===== config.mk =====
export PLATFORM = sky130hd
export DESIGN_NAME = outstanding_request_tracker_core
export DESIGN_NICKNAME = d
export VERILOG_FILES = /design/src/hw/rtl/ort_pkg.sv /design/src/hw/rtl/ort_slot_mem.sv /design/src/hw/rtl/outstanding_request_tracker_core.sv
export SDC_FILE = /design/constraint.sdc
export NUM_CORES = 1
export LEC_CHECK = 0
export BUFFER_PORTS_ARGS = -buffer_cell sky130_fd_sc_hd__buf_2
export CAP_MARGIN = 20
export CORE_MARGIN = 4
export CORE_UTILIZATION = 56
export CTS_BUF_LIST = sky130_fd_sc_hd__clkbuf_16
export DETAILED_ROUTE_END_ITERATION = 6
export PLACE_DENSITY = 0.79
export SLEW_MARGIN = 10
export SYNTH_ARGS = -nofsm -noshare
export SYNTH_HDL_FRONTEND = slang
export SYNTH_SLANG_ARGS = --single-unit

===== constraint.sdc =====
create_clock -name clk -period 7.2 [get_ports clk]
set_input_delay 1.44 -clock clk [delete_from_list [all_inputs] [get_ports clk]]
set_output_delay 1.44 -clock clk [all_outputs]
set_load 0.02 [all_outputs]

===== src/hw/rtl/ort_pkg.sv =====
// package for the outstanding request tracker: sizes, codes and transaction types
package ort_pkg;

  localparam int SLOTS       = 8;
  localparam int MAX_RESULTS = 8;
  localparam int SLOT_W      = (SLOTS > 1) ? $clog2(SLOTS) : 1;
  localparam int POS_W       = $clog2(SLOTS + 1);
  localparam int CNT_W       = $clog2(MAX_RESULTS + 1);

  localparam logic [15:0] INVALID_ID      = 16'hFFFF;
  localparam logic [31:0] TIMEOUT_RESET   = 32'd1000;
  localparam logic [2:0]  REG_TIMEOUT_IDX = 3'd0;

  localparam logic [3:0] ST_INVALID = 4'd0;
  localparam logic [3:0] ST_PENDING = 4'd1;
  localparam logic [3:0] ST_READY   = 4'd2;
  localparam logic [3:0] ST_TIMEOUT = 4'd3;

  localparam logic [2:0] STS_OK          = 3'd0;
  localparam logic [2:0] STS_NO_FREE     = 3'd1;
  localparam logic [2:0] STS_NOT_FOUND   = 3'd2;
  localparam logic [2:0] STS_CALL_FAILED = 3'd3;
  localparam logic [2:0] STS_NONE_EXP    = 3'd4;

  localparam logic [2:0] K_OBTAIN   = 3'd0;
  localparam logic [2:0] K_RESPONSE = 3'd1;
  localparam logic [2:0] K_CANCEL   = 3'd2;
  localparam logic [2:0] K_OUTCOME  = 3'd3;
  localparam logic [2:0] K_TICK     = 3'd4;
  localparam logic [2:0] K_FREE_ALL = 3'd5;
  localparam logic [2:0] K_RELEASE  = 3'd6;

  typedef struct packed {
    logic [2:0]  kind;
    logic [15:0] request_id;
    logic        is_error;
    logic [3:0]  error_state;
    logic [31:0] now_ms;
    logic        call_failed;
    logic [2:0]  slot_index;
  } ort_in_t;

  typedef struct packed {
    logic [2:0]  status;
    logic [2:0]  slot;
    logic [15:0] out_request_id;
    logic [3:0]  entry_state;
    logic        last;
  } ort_out_t;

  typedef struct packed {
    logic [3:0]  state;
    logic [15:0] id;
    logic [31:0] stamp;
  } ort_entry_t;

  typedef struct packed {
    logic [SLOT_W-1:0] raddr;
    logic              we;
    logic [SLOT_W-1:0] waddr;
    ort_entry_t        wdata;
    logic              clr_all;
  } ort_mem_req_t;

endpackage


===== src/hw/rtl/ort_slot_mem.sv =====
// slot table memory with per-entry valid bits; unwritten entries read as free
module ort_slot_mem import ort_pkg::*; (
  input  logic         clk,
  input  logic         rst,
  input  ort_mem_req_t req,
  output ort_entry_t   rd_entry
);

  ort_entry_t       mem [SLOTS];
  logic [SLOTS-1:0] vbits;
  ort_entry_t       rdata;
  logic             rvalid;

  always_ff @(posedge clk) begin
    if (req.we) begin
      mem[req.waddr] <= req.wdata;
    end
    rdata <= mem[req.raddr];
  end

  always_ff @(posedge clk) begin
    if (rst || req.clr_all) begin
      vbits  <= '0;
      rvalid <= 1'b0;
    end else begin
      if (req.we) begin
        vbits[req.waddr] <= 1'b1;
      end
      rvalid <= vbits[req.raddr];
    end
  end

  always_comb begin
    rd_entry = rdata;
    if (!rvalid) begin
      rd_entry.state = ST_INVALID;
      rd_entry.id    = INVALID_ID;
    end
  end

endmodule


===== src/hw/rtl/outstanding_request_tracker_core.sv =====
// Outstanding request tracker: a table of SLOTS request slots held in one memory
// with a registered read. A call outcome with call_failed clear, free-all and an
// out-of-range release are answered straight from idle, with busy never raised; the
// undefined kind gives no result. Obtain, response, cancel and failed call outcome
// scan the slots in ascending order, one read-modify-write per cycle, and stop at
// the first match. A release reads its one slot. A tick scans the slots until the
// last or until MAX_RESULTS have expired; each expiry is reported when the next is
// found, the last after the scan. Results appear for one cycle on result_valid and
// cannot be stalled; an item that gives several results ends with result.last set.
module outstanding_request_tracker_core import ort_pkg::*; (
  input  logic        clk,
  input  logic        rst,
  input  logic        start,
  output logic        busy,
  input  ort_in_t     cmd,
  output logic        result_valid,
  output ort_out_t    result,
  input  logic        psel,
  input  logic        penable,
  input  logic        pwrite,
  input  logic [2:0]  paddr,
  input  logic [31:0] pwdata,
  output logic [31:0] prdata,
  output logic        pready
);

  typedef enum logic [1:0] {S_IDLE, S_SCAN, S_FLUSH} state_t;

  state_t            st;
  ort_in_t           cmd_q;
  logic [POS_W-1:0]  pos;
  logic [CNT_W-1:0]  nexp;
  logic              buf_full;
  ort_out_t          buf_res;
  logic [15:0]       next_id;
  logic [31:0]       timeout_ms;
  logic              ev_on;
  logic [SLOT_W-1:0] ev_idx;

  ort_mem_req_t req;
  ort_entry_t   ent;

  logic        accept;
  logic        start_scan;
  logic        rel_ok;
  logic        hit;
  logic        last_entry;
  logic        finish;
  logic        issue;
  logic [15:0] alloc_id;
  logic [3:0]  resp_state;
  logic [31:0] age;

  assign pready = 1'b1;
  assign prdata = (paddr[2] == REG_TIMEOUT_IDX[0]) ? timeout_ms : 32'd0;
  assign busy   = (st != S_IDLE);
  assign accept = start && (st == S_IDLE);

  assign rel_ok   = (int'(cmd.slot_index) < SLOTS);
  assign alloc_id = (next_id == INVALID_ID) ? 16'd0 : next_id;
  assign resp_state = cmd_q.is_error ? cmd_q.error_state : ST_READY;
  assign age      = cmd_q.now_ms - ent.stamp;
  assign last_entry = (ev_idx == SLOT_W'(SLOTS - 1));

  always_comb begin
    start_scan = 1'b0;
    case (cmd.kind)
      K_OBTAIN, K_RESPONSE, K_CANCEL, K_TICK: start_scan = 1'b1;
      K_OUTCOME: start_scan = cmd.call_failed;
      K_RELEASE: start_scan = rel_ok;
      default:   start_scan = 1'b0;
    endcase
  end

  always_comb begin
    hit = 1'b0;
    case (cmd_q.kind)
      K_OBTAIN:            hit = (ent.state == ST_INVALID);
      K_RESPONSE:          hit = (ent.id == cmd_q.request_id) && (ent.state == ST_PENDING);
      K_CANCEL, K_OUTCOME: hit = (ent.id == cmd_q.request_id);
      K_TICK:              hit = (ent.state == ST_PENDING) && (age > timeout_ms);
      K_RELEASE:           hit = 1'b1;
      default:             hit = 1'b0;
    endcase
  end

  always_comb begin
    if (cmd_q.kind == K_TICK) begin
      finish = ev_on && ((hit && (nexp == CNT_W'(MAX_RESULTS - 1))) || last_entry);
    end else begin
      finish = ev_on && (hit || last_entry);
    end
  end

  // memory request: next read address and the write-back of the evaluated slot
  always_comb begin
    req       = '0;
    issue     = 1'b0;
    req.raddr = pos[SLOT_W-1:0];
    if (accept && start_scan) begin
      issue     = 1'b1;
      req.raddr = (cmd.kind == K_RELEASE) ? SLOT_W'(cmd.slot_index) : '0;
    end else if (st == S_SCAN) begin
      issue = !finish && (int'(pos) < SLOTS) && (cmd_q.kind != K_RELEASE);
    end
    req.clr_all = accept && (cmd.kind == K_FREE_ALL);
    req.we      = (st == S_SCAN) && ev_on && hit;
    req.waddr   = ev_idx;
    req.wdata   = '{state: ST_INVALID, id: INVALID_ID, stamp: ent.stamp};
    case (cmd_q.kind)
      K_OBTAIN:   req.wdata = '{state: ST_PENDING, id: alloc_id, stamp: cmd_q.now_ms};
      K_RESPONSE: req.wdata.state = resp_state;
      default:    req.wdata.state = ST_INVALID;
    endcase
  end

  ort_slot_mem u_mem (
    .clk      (clk),
    .rst      (rst),
    .req      (req),
    .rd_entry (ent)
  );

  always_ff @(posedge clk) begin
    if (rst) begin
      timeout_ms <= TIMEOUT_RESET;
    end else if (psel && penable && pwrite && (paddr[2] == REG_TIMEOUT_IDX[0])) begin
      timeout_ms <= pwdata;
    end
  end

  always_ff @(posedge clk) begin
    if (rst) begin
      st           <= S_IDLE;
      result_valid <= 1'b0;
      next_id      <= INVALID_ID;
      ev_on        <= 1'b0;
      buf_full     <= 1'b0;
      nexp         <= '0;
      pos          <= '0;
    end else begin
      result_valid <= 1'b0;
      ev_on        <= issue;
      ev_idx       <= req.raddr;
      // the first read of a scan is slot 0 (a release reads only its own slot), so the next one is slot 1
      if (issue) begin
        pos <= (st == S_IDLE) ? POS_W'(1) : pos + POS_W'(1);
      end
      case (st)
        S_IDLE: begin
          if (accept) begin
            cmd_q    <= cmd;
            nexp     <= '0;
            buf_full <= 1'b0;
            if (start_scan) begin
              st <= S_SCAN;
            end else begin
              case (cmd.kind)
                K_OUTCOME: begin
                  result_valid <= 1'b1;
                  result <= '{STS_OK, 3'd0, cmd.request_id, ST_INVALID, 1'b1};
                end
                K_FREE_ALL: begin
                  next_id      <= INVALID_ID;
                  result_valid <= 1'b1;
                  result <= '{STS_OK, 3'd0, INVALID_ID, ST_INVALID, 1'b1};
                end
                K_RELEASE: begin
                  result_valid <= 1'b1;
                  result <= '{STS_NOT_FOUND, cmd.slot_index, INVALID_ID, ST_INVALID, 1'b1};
                end
                default: ;
              endcase
            end
          end
        end
        S_SCAN: begin
          if (ev_on) begin
            if (cmd_q.kind == K_TICK) begin
              if (hit) begin
                nexp     <= nexp + CNT_W'(1);
                buf_full <= 1'b1;
                buf_res  <= '{STS_OK, 3'(ev_idx), ent.id, ST_TIMEOUT, 1'b0};
                if (buf_full) begin
                  result_valid <= 1'b1;
                  result       <= buf_res;
                end
              end
              if (finish) begin
                st <= S_FLUSH;
              end
            end else if (finish) begin
              st           <= S_IDLE;
              result_valid <= 1'b1;
              case (cmd_q.kind)
                K_OBTAIN: begin
                  if (hit) begin
                    next_id <= alloc_id + 16'd1;
                    result  <= '{STS_OK, 3'(ev_idx), alloc_id, ST_PENDING, 1'b1};
                  end else begin
                    result  <= '{STS_NO_FREE, 3'd0, INVALID_ID, ST_INVALID, 1'b1};
                  end
                end
                K_RESPONSE: begin
                  if (hit) begin
                    result <= '{STS_OK, 3'(ev_idx), cmd_q.request_id, resp_state, 1'b1};
                  end else begin
                    result <= '{STS_NOT_FOUND, 3'd0, cmd_q.request_id, ST_INVALID, 1'b1};
                  end
                end
                K_CANCEL: begin
                  result <= '{hit ? STS_OK : STS_NOT_FOUND, hit ? 3'(ev_idx) : 3'd0,
                              cmd_q.request_id, ST_INVALID, 1'b1};
                end
                K_OUTCOME: begin
                  result <= '{STS_CALL_FAILED, hit ? 3'(ev_idx) : 3'd0,
                              cmd_q.request_id, ST_INVALID, 1'b1};
                end
                default: begin
                  result <= '{STS_OK, 3'(ev_idx), ent.id, ST_INVALID, 1'b1};
                end
              endcase
            end
          end
        end
        S_FLUSH: begin
          st           <= S_IDLE;
          result_valid <= 1'b1;
          if (buf_full) begin
            result <= '{buf_res.status, buf_res.slot, buf_res.out_request_id,
                        buf_res.entry_state, 1'b1};
          end else begin
            result <= '{STS_NONE_EXP, 3'd0, INVALID_ID, ST_INVALID, 1'b1};
          end
        end
        default: st <= S_IDLE;
      endcase
    end
  end

endmodule


Word-level counts from Yosys, hierarchy flattened:

Memory sizes are Yosys's and may differ from the RTL's. A register that Yosys moved wholly into a read port is not among the register bits.
Cells that the tools add are included.

* logic and storage cells: 175
* output and inout port bits: 62
* bits in writable memories: 416
* flip-flop bits (word level): 175
* memories: 1

* magnitude comparators: 5
* mux-type cells: 70
* bitwise logic cells: 3
* $add $sub $neg: 4
* reductions and logical operators: 36
* equal/unequal tests: 33

Memories
* u_mem.mem: depth 8, width 52, rd ports 1, clocked after Yosys merged registers in 1, write ports 1, line ort_slot_mem.sv:9 `ort_entry_t mem [SLOTS];`

Operator list (number)
* $mux 27: 8
* $pmux 27 s3: 2
* $mux 16: 9
* $pmux 27 s4: 1
* $mux 48: 1
* $gt 32x32->1: 1
* $mux 32: 1
* $pmux 16 s2: 1
* $sub 32x32->32: 1
* $mux 26: 1
* $mux 25: 1
* $mux 4: 6
* $mux 20: 1
* $mux 1: 19
* $eq 3x3->1 const B: 6
* $reduce_and 9->1: 2
* $add 16x1->16 const B: 1
* $eq 16x16->1: 1
* $eq 16x16->1 const B: 1
* $logic_and 1x1->1: 16
* $ne 2x2->1 const B: 8
* $pmux 4 s2: 2
* $mux 2: 7
* $eq 3x2->1 const B: 4
* other kinds (34): 50

Depth between registers and ports, before layout:

Gate-level depths: netlist of run 1.

* depth after elaboration: 13
* mapped depth: 25

Cells and area by module:

A second synthesis of run 1 with hierarchy kept.

* cell total of the unflattened synthesis: 1939
* area, all modules: 27984.3 µm²

Modules (own cells, without submodules)
* ort_slot_mem: area each 17390.4 µm², cells an instance 746, times used 1
* outstanding_request_tracker_core: area each 10593.9 µm², cells an instance 1193, times used 1

Worst setup path after synthesis of run 1:

OpenSTA, ideal clock, no wires.

* path type: reg2reg
* from: register cmd_q[4] (netlist bit)
* to: register buf_res[10] (netlist bit) (enable)
* setup slack: 582 ps
* path buffers: 1
* stages on the path, launching flop included: 23
* arrival: 6167 ps
* required time: 6749 ps
* period minus slack after synthesis: 6618 ps
* path through: edfxtp_1 inv_1 ha_1 inv_1 fa_1 a21o_1 a21oi_1 o21ai_0 a31o_2 a21oi_1 o21bai_1 a21oi_1 xnor2_1 ha_1 nand4_1 or4_1 a21o_1 a31oi_1 o31ai_2 nand2_4 buf_6 nand2_1 nor4b_1

* longest elaborated chain between the ends: 5

Ends and longest elaborated chain
* start, declared: line outstanding_request_tracker_core.sv:30 `ort_in_t cmd_q;`
* start signal, assigned: line outstanding_request_tracker_core.sv:152 `cmd_q <= cmd;`
* $sub 32x32->32: line outstanding_request_tracker_core.sv:62 `assign age = cmd_q.now_ms - ent.stamp;`
* $gt 32x32->1: line outstanding_request_tracker_core.sv:81 `K_TICK: hit = (ent.state == ST_PENDING) && (age > timeout_ms);`
* $logic_and 1x1->1: line outstanding_request_tracker_core.sv:81
* $pmux 1 s5: line outstanding_request_tracker_core.sv:77 `case (cmd_q.kind)`
* $reduce_and 5->1 (no source line)
* end signal, assigned: line outstanding_request_tracker_core.sv:183 `buf_res <= '{STS_OK, 3'(ev_idx), ent.id, ST_TIMEOUT, 1'b0};`
* end, declared: line outstanding_request_tracker_core.sv:34 `ort_out_t buf_res;`

No other way between the ends.
A chain may end at the register's enable or synchronous reset.

Worst setup path in the final report of run 1:

* from: register cmd_q[4] (netlist bit)
* to: memory u_mem.mem[5][26] (netlist bit) (enable)

* longest elaborated chain between the ends: 7

Ends and longest elaborated chain
* $sub 32x32->32: line outstanding_request_tracker_core.sv:62
* $gt 32x32->1: line outstanding_request_tracker_core.sv:81
* $logic_and 1x1->1: line outstanding_request_tracker_core.sv:81
* $pmux 1 s5: line outstanding_request_tracker_core.sv:77
* $logic_and 1x1->1: line outstanding_request_tracker_core.sv:107 `req.we = (st == S_SCAN) && ev_on && hit;`
* $mux 1: line ort_slot_mem.sv:15 `if (req.we) begin`
* $mux 1 (implied by the code): line ort_slot_mem.sv:16 `mem[req.waddr] <= req.wdata;`
* end, declared: line ort_slot_mem.sv:9

No other way between the ends.

==> results.md, run 1 <==
- CORE AREA: 49300 um2
- Final min period: 6.65 ns
- Synthesized cell area: 28000 um2
- CTS tree: built
- Slowest stage delay, CP: 0.70 ns
- Post-synth EDFFs: 521
- Die width: 232 um
- Synth area leader: edfxtp_1
- Syn nets: 2762
- Synth area leaders: edfxtp_1 56%, nand2_1 8.9%, dfxtp_1 8.7%, nand3_1 5.5%, ha_1 3.1%
- Final Hold Fails: 0
- Syn_area_per_cell: 10.8 um2
- Leakage: 11.9 nW
- GRT Overall Usage: 24.8%
- Ys flop type: edfxtp_1
- IO Pins: 163
- Commonest non-fill, non-tap cell in the layout: nand2_1
- Max IR drop VDD: 0.200 mV
- Flop-to-flop setup slack: 0.55 ns
- Final Net Count: 2883
- CTS Hold Buffers Added: 0
- Slew @ Worst Pin: 1.13 ns
- Post-synthesis simple-gate area fraction: 18.7%
- Area Overhead vs Synth: 13.1%
- Clk_skew: 0.0287 ns
- Max-slew violations: 0
- Worst path cell trace: inv_1 -> ha_1 -> inv_1 -> fa_1 -> a21o_1 -> a21oi_1 -> o21a_1 -> o311ai_0 -> nand2_1 -> o31a_1 -> o21ai_0 -> a21oi_1 -> xnor2_1 -> ha_1 -> nand4_1 -> nor4_1 -> nand4_1 -> a31oi_1 -> o31ai_2 -> nand2_4 -> and4_1 -> and3_2 -> buf_12
- Max FO, Critical Path: 52
- Arr. time, crit path: 6.90 ns
- Post-synthesis register bit count: 643
- Share of cells above drive strength 1: 11.5%
- CP max-delay cell: o311ai_0
- Number of antenna violations at the first check in global routing: 0
- Vias per inst: 5.94
- Starting Density: 56.9%
- # rows: 81
- Synth top area share: 55.8%
- Ant diodes: 0
- Reg2reg end: u_mem.mem[5][26]
- Setup Viol. Count Final: 0
- Post-route ant nets: 0
- DRC: 0
- Reg area: 18100 um2
- RSZ-0062 raised after global routing: false
- Crit path kind: register to register
- Root buffer selected by CTS: clkbuf_16
- Critical Path Sink: u_mem.mem[5][26]
- Area occupied by multi-input gates: 9070 um2
- Router iterations before antenna repair: 7
- Status: finished, final reports clean
- Clock Path Buffers: 3
- XOR/XNOR Fraction of Synth Area: 1.06%
- Die ar.: 53700 um2
- FF-to-FF Start: cmd_q[4]
- Commonest cells after routing, fill and taps aside: 662 x nand2_1, 521 x edfxtp_1, 310 x nand3_1
- Port bufs: 159
- PwrDens: 277 nW/um2
- H-tree Lvls: 3
- Syn. warnings: 0
- Post-synthesis instance total: 2590
- Wire length per cell: 19.8 um
- Total gr overflow: 0
- Slew HR: 24.2%
- Clock latency at the later pin of the worst-skew pair: 0.61 ns
- Largest family of logic cells by synthesized area: simple AND/OR/NAND/NOR gates
- Clock transition at the registers of the reported paths: 0.06 ns
- FMAX: 150 MHz
- Vias in the first global route: 19994
- R2R cell count: 23
- CP Data Required Time: 7.45 ns
- Initial DRC count: 2469
- Cts repair resizes: 0
- Gpl congestion: 0.894
- HPWL Detailed: 40000 um
- Final setup TNS: 0 ns
- Synth cell types: 81
- Total CTS buffers: 67
- Compound-gate portion of the synthesized area: 9.01%
- Clock sink total: 643
- Post-CTS setup buffers: 0
- Final Cycle Share: 92.4%
- Die Ht: 232 um
- Largest net degree at the start of global routing: 111
- Sequential share of the synthesized area: 64.5%
- Post-Synth Adder-Cell Area: 3.24%
- DR vias: 20376
- Critical Path Source: cmd_q[4]
- Worst hold path type: register to register
- Fillers: 3641
- CP endpoint kind: register
- First-pass GRT wire length: 106000 um
- WL final: 67800 um
- Mux contribution to synthesized area: 0.116%
- Hold_ws: 0.457 ns
- CP startpoint kind: register
- Max Cap Viol: 0
- Synth async-reset ratio: 0%
## through the flow
stage / area, um2 / instances / setup slack [ns] / total power [W] / util [%]
4_1_cts: 31700 / 3427 / 0.584 / 0.00882 / 64.4
2_1_floorplan: 28000 / 2590 / 0.582 / 0.00509 / -
5_1_grt: 31700 / 3428 / 0.121 / 0.00913 / 64.4
3_3_place_gp: 29500 / 3305 / 0.706 / 0.00536 / 59.9
6_report: 31700 / 3428 / 0.546 / 0.00880 / 64.4
3_5_place_dp: 29500 / 3305 / 0.669 / 0.00541 / 59.9
## synthesized netlist by cell type, drive strengths merged, types with 3 or more instances
| master | number |
|---|---|
| a22o | 11 |
| o21ai | 139 |
| o21a | 14 |
| a211oi | 11 |
| nor3 | 16 |
| inv | 96 |
| or4 | 4 |
| o311ai | 10 |
| a21o | 15 |
| o22ai | 4 |
| o31ai | 8 |
| dfxtp | 122 |
| nand2 | 664 |
| xnor2 | 18 |
| o221ai | 4 |
| nand4b | 3 |
| nand4 | 14 |
| or2 | 4 |
| nor3b | 5 |
| nor2 | 95 |
| nor2b | 12 |
| a21oi | 124 |
| ha | 70 |
| a32oi | 8 |
| nand3 | 310 |
| xor2 | 16 |
| and2 | 8 |
| nand2b | 22 |
| or3 | 5 |
| clkbuf | 83 |
| o21bai | 7 |
| a31oi | 14 |
| nand4bb | 4 |
| edfxtp | 521 |
| and3 | 15 |
| and4 | 5 |
| buf | 55 |
| a2111oi | 3 |
| o211ai | 13 |
| nand3b | 4 |
## flip-flops by register name, summed over array words and instances, names as in the netlist, 2 cells and up
register        flops
buf_res            19
cmd_q              56
ev_idx              3
nexp                4
next_id            16
pos                 4
result             27
st                  2
timeout_ms         32
u_mem.mem         416
u_mem.rd_entry     32
u_mem.rdata        20
u_mem.vbits         8
## worst max-delay path: cells and delay by family (launching register included)
kind / cells / cell delay [ns]
xor+xnor: 1 / 0.18
buf+inv: 3 / 0.47
simple gates: 7 / 2.07
compound gates: 9 / 2.43
fa+ha+maj: 3 / 0.71
flops: 1 / 0.33
## power by group
| group | total, W | internal (W) | switching (W) | leakage, nW |
|---|---|---|---|---|
| sequential | 0.00420 | 0.00415 | 0.0000535 | 5.78 |
| clock | 0.00344 | 0.00202 | 0.00142 | 1.13 |
| combinational | 0.00116 | 0.000392 | 0.000766 | 4.99 |
## area by class of cell
cell class | instances | share of cell area, %
Multi-Input combinational cell | 1712 | 28.6
Sequential cell | 643 | 57.0
Tap cell | 664 | 2.62
Clock inverter | 52 | 1.43
Inverter | 97 | 1.16
Clock buffer | 70 | 5.52
Timing Repair Buffer | 190 | 3.60
## worst min-delay path by stage
stage                         from  slack [ns]  depth (start not counted)             end
global route        timeout_ms[14]        0.48                          2  timeout_ms[14]
detailed placement  timeout_ms[23]        0.45                          2  timeout_ms[23]
global placement    timeout_ms[20]        0.44                          2  timeout_ms[20]
finish              timeout_ms[15]        0.46                          2  timeout_ms[15]
floorplan           timeout_ms[10]        0.44                          2  timeout_ms[10]
CTS                 timeout_ms[23]        0.46                          2  timeout_ms[23]
## cell families (layout without fill, tap and decap cells)
kind of cell,Yosys count,after routing
and+or+nand+nor,1194,1194
other,1,1
muxes,3,3
adders and majority gates,72,72
xor gates and xnor gates,34,34
buffers and inverters,235,409
AOI/OAI and AO/OA,408,408
DFF,643,643
## metal layers
metal / part of all wire (%) / vias to the layer above / track usage [%]
li1: - / 9454 / -
met1: 40 / 9751 / 32.5
met2: 49 / 1005 / 41.9
met3: 8.3 / 166 / 4.40
met4: 2.9 / 0 / 8.84
met5: 0 / - / 0
(Power assumes the default switching activity.)
==> inputs of run 2 (changes only) <==
==> constraint.sdc (replaced) <==
create_clock -name clk -period 7.2 [get_ports clk]
set_input_delay 1.08 -clock clk [delete_from_list [all_inputs] [get_ports clk]]
set_output_delay 1.08 -clock clk [all_outputs]
set_load 0.02 [all_outputs]
==> run 2 against run 1 <==
Net effect: non-clock buffer count increased by 4; via count fell by 0.56%; first-iteration DRC count decreased by 16%; clock power decreased by 13%; critical path depth fell by 1.
==> results.md, run 2 (synthesis gave the netlist of run 1 again) <==
- Commonest cells after routing, fill and taps aside: 662 x nand2_1, 521 x edfxtp_1, 310 x nand3_1 (unchanged)
- Setup ws final: 0.539 ns (was 0.546 ns)
- Port bufs: 159 (unchanged)
- CP endpoint kind: register (unchanged)
- IO Pins: 163 (unchanged)
- CP Data Required Time: 7.52 ns (was 7.45 ns)
- DR vias: 20261 (was 20376)
- DRC: 0 (unchanged)
- Fillers: 3657 (was 3641)
- Layout Utilization: 63.8% (was 64.4%)
- Gpl congestion: 0.904 (was 0.894)
- Arr. time, crit path: 6.98 ns (was 6.90 ns)
- Setup Viol. Count Final: 0 (unchanged)
- PwrDens: 266 nW/um2 (was 277 nW/um2)
- Crit path kind: register to register (unchanged)
- Die Ht: 232 um (unchanged)
- Top Registers: u_mem.mem (416), cmd_q (56) (unchanged)
- Total gr overflow: 0 (unchanged)
- FF-to-FF Start: cmd_q[4] (unchanged)
- Final Cycle Share: 92.5% (was 92.4%)
- FMAX: 150 MHz (about the same)
- Slew @ Worst Pin: 1.08 ns (was 1.13 ns)
- Slowest stage delay, CP: 0.60 ns (was 0.70 ns)
- Clock transition at the registers of the reported paths: 0.06 ns (about the same)
- Max Cap Viol: 0 (unchanged)
- Final Hold Fails: 0 (unchanged)
- Vias in the first global route: 19712 (was 19994)
- Share of cells above drive strength 1: 11.5% (about the same)
- Critical Path Source: cmd_q[4] (unchanged)
- H-tree Lvls: 2 (was 3)
- Placed Instances: 3307 (was 3305)
- Met2 wire len: 31800 um (was 33000 um)
- Fin cells: 3422 (was 3428)
- Worst hold path type: register to register (unchanged)
- Clock latency at the later pin of the worst-skew pair: 0.63 ns (was 0.61 ns)
- Vias per inst: 5.92 (was 5.94)
- First-pass GRT wire length: 104000 um (was 106000 um)
- Commonest non-fill, non-tap cell in the layout: nand2_1 (unchanged)
- CP startpoint kind: register (unchanged)
- Root buffer selected by CTS: clkbuf_16 (unchanged)
- GRT Overall Usage: 24.5% (was 24.8%)
- CTS tree: built (unchanged)
- Wire length per cell: 19.5 um (was 19.8 um)
- DRT met1 WL: 27300 um (was 27200 um)
- WL final: 66800 um (was 67800 um)
- Top reg by flops: u_mem.mem (unchanged)
- Slew HR: 26.9% (was 24.2%)
- Max FO, Critical Path: 25 (was 52)
- RSZ-0062 raised after global routing: false (unchanged)
- Clock sink total: 643 (unchanged)
- Worst path cell trace: inv_1 -> ha_1 -> inv_1 -> fa_1 -> a21o_1 -> a21oi_1 -> o21a_1 -> o311ai_1 -> nand2_1 -> o31a_1 -> o21ai_0 -> a21oi_1 -> xnor2_1 -> ha_1 -> nand4_1 -> nor4_1 -> nand4_1 -> a31oi_1 -> o31ai_2 -> a211oi_1 -> and2_2 -> buf_12 (was inv_1 -> ha_1 -> inv_1 -> fa_1 -> a21o_1 -> a21oi_1 -> o21a_1 -> o311ai_0 -> nand2_1 -> o31a_1 -> o21ai_0 -> a21oi_1 -> xnor2_1 -> ha_1 -> nand4_1 -> nor4_1 -> nand4_1 -> a31oi_1 -> o31ai_2 -> nand2_4 -> and4_1 -> and3_2 -> buf_12)
- Area Overhead vs Synth: 12.0% (was 13.1%)
- HPWL Detailed: 40300 um (was 40000 um)
- CORE AREA: 49300 um2 (unchanged)
- Number of antenna violations at the first check in global routing: 1 (was 0)
- Final setup TNS: 0 ns (unchanged)
- Largest register FFs: 416 (unchanged)
- Clk_skew: 0.0172 ns (was 0.0287 ns)
- # rows: 81 (unchanged)
- Top Metal Used: met5 (was met4)
- Post-CTS setup buffers: 0 (unchanged)
- Leakage: 11.8 nW (was 11.9 nW)
- Max-slew violations: 0 (unchanged)
- Worst Min Path Start: timeout_ms[30] (was timeout_ms[15])
- Final Net Count: 2879 (was 2883)
- Wire length on met3: 5280 um (was 5620 um)
- Post-route ant nets: 0 (unchanged)
- Clock Path Buffers: 3 (unchanged)
- Die width: 232 um (unchanged)
- Ant diodes: 0 (unchanged)
- CP max-delay cell: a211oi_1 (was o311ai_0)
- Total power: 0.00835 W (was 0.00880 W)
- Total CTS buffers: 59 (was 67)
- Max IR drop VDD: 0.191 mV (was 0.200 mV)
- Initial DRC count: 2083 (was 2469)
- Place WS: 0.474 ns (was 0.669 ns)
- Final min period: 6.66 ns (was 6.65 ns)
- Largest net degree at the start of global routing: 135 (was 111)
- Die ar.: 53700 um2 (unchanged)
- Status: finished, final reports clean (unchanged)
- Router iterations before antenna repair: 6 (was 7)
- Starting Density: 56.9% (unchanged)
run 2: metrics by stage:
stage	hold slack [ns]	area, um2
3_5_place_dp	0.447	29600
4_1_cts	0.455	31400
6_report	0.454	31400
2_1_floorplan	0.436	28000
5_1_grt	0.468	31400
3_3_place_gp	0.442	29600
run 2: layout make-up:
type / count / area, um2 / share of cell area (%)
multi-input cells: 1712 / 9070 / 28.9
clock inverters: 53 / 358 / 1.14
well taps: 664 / 831 / 2.64
flip-flops and latches: 643 / 18100 / 57.6
inverters: 97 / 369 / 1.18
clock buffers: 59 / 1480 / 4.70
repair buffers: 194 / 1220 / 3.87
run 2: worst paths after layout:
path,cells after the start,slack (ns),to
max reg2reg,22,0.54,u_mem.mem[0][26]
min,2,0.45,timeout_ms[30]
min reg2reg,2,0.45,timeout_ms[30]
max,22,0.54,u_mem.mem[0][26]
run 2: report_power, final:
| part | switching (W) | leakage [nW] | internal [W] | total [W] |
|---|---|---|---|---|
| Clock | 0.00135 | 0.961 | 0.00163 | 0.00298 |
| Sequential | 0.0000539 | 5.78 | 0.00414 | 0.00420 |
| Combinational | 0.000771 | 5.02 | 0.000392 | 0.00116 |
| Total | 0.00218 | 11.8 | 0.00617 | 0.00834 |
run 2: critical path: cells and delay by family, from the launching register on:
family          cells  cell delay, ns
buf+inv             3            0.40
xor+xnor            1            0.18
compound gates     10            2.89
flops               1            0.34
simple gates        5            1.81
fa+ha+maj           3            0.72
run 2: what timing repair did:
item	in CTS	in global routing
gates resized for setup	0	1
endpoints found under the setup margin	0	52
hold buffers	0	0
run 2: per-layer routing:
layer  GRT usage (%)  vias up
li1                -     9459
met1            32.5     9757
met2            40.7      877
met3            3.97      166
met4            9.68        2
met5               0        -
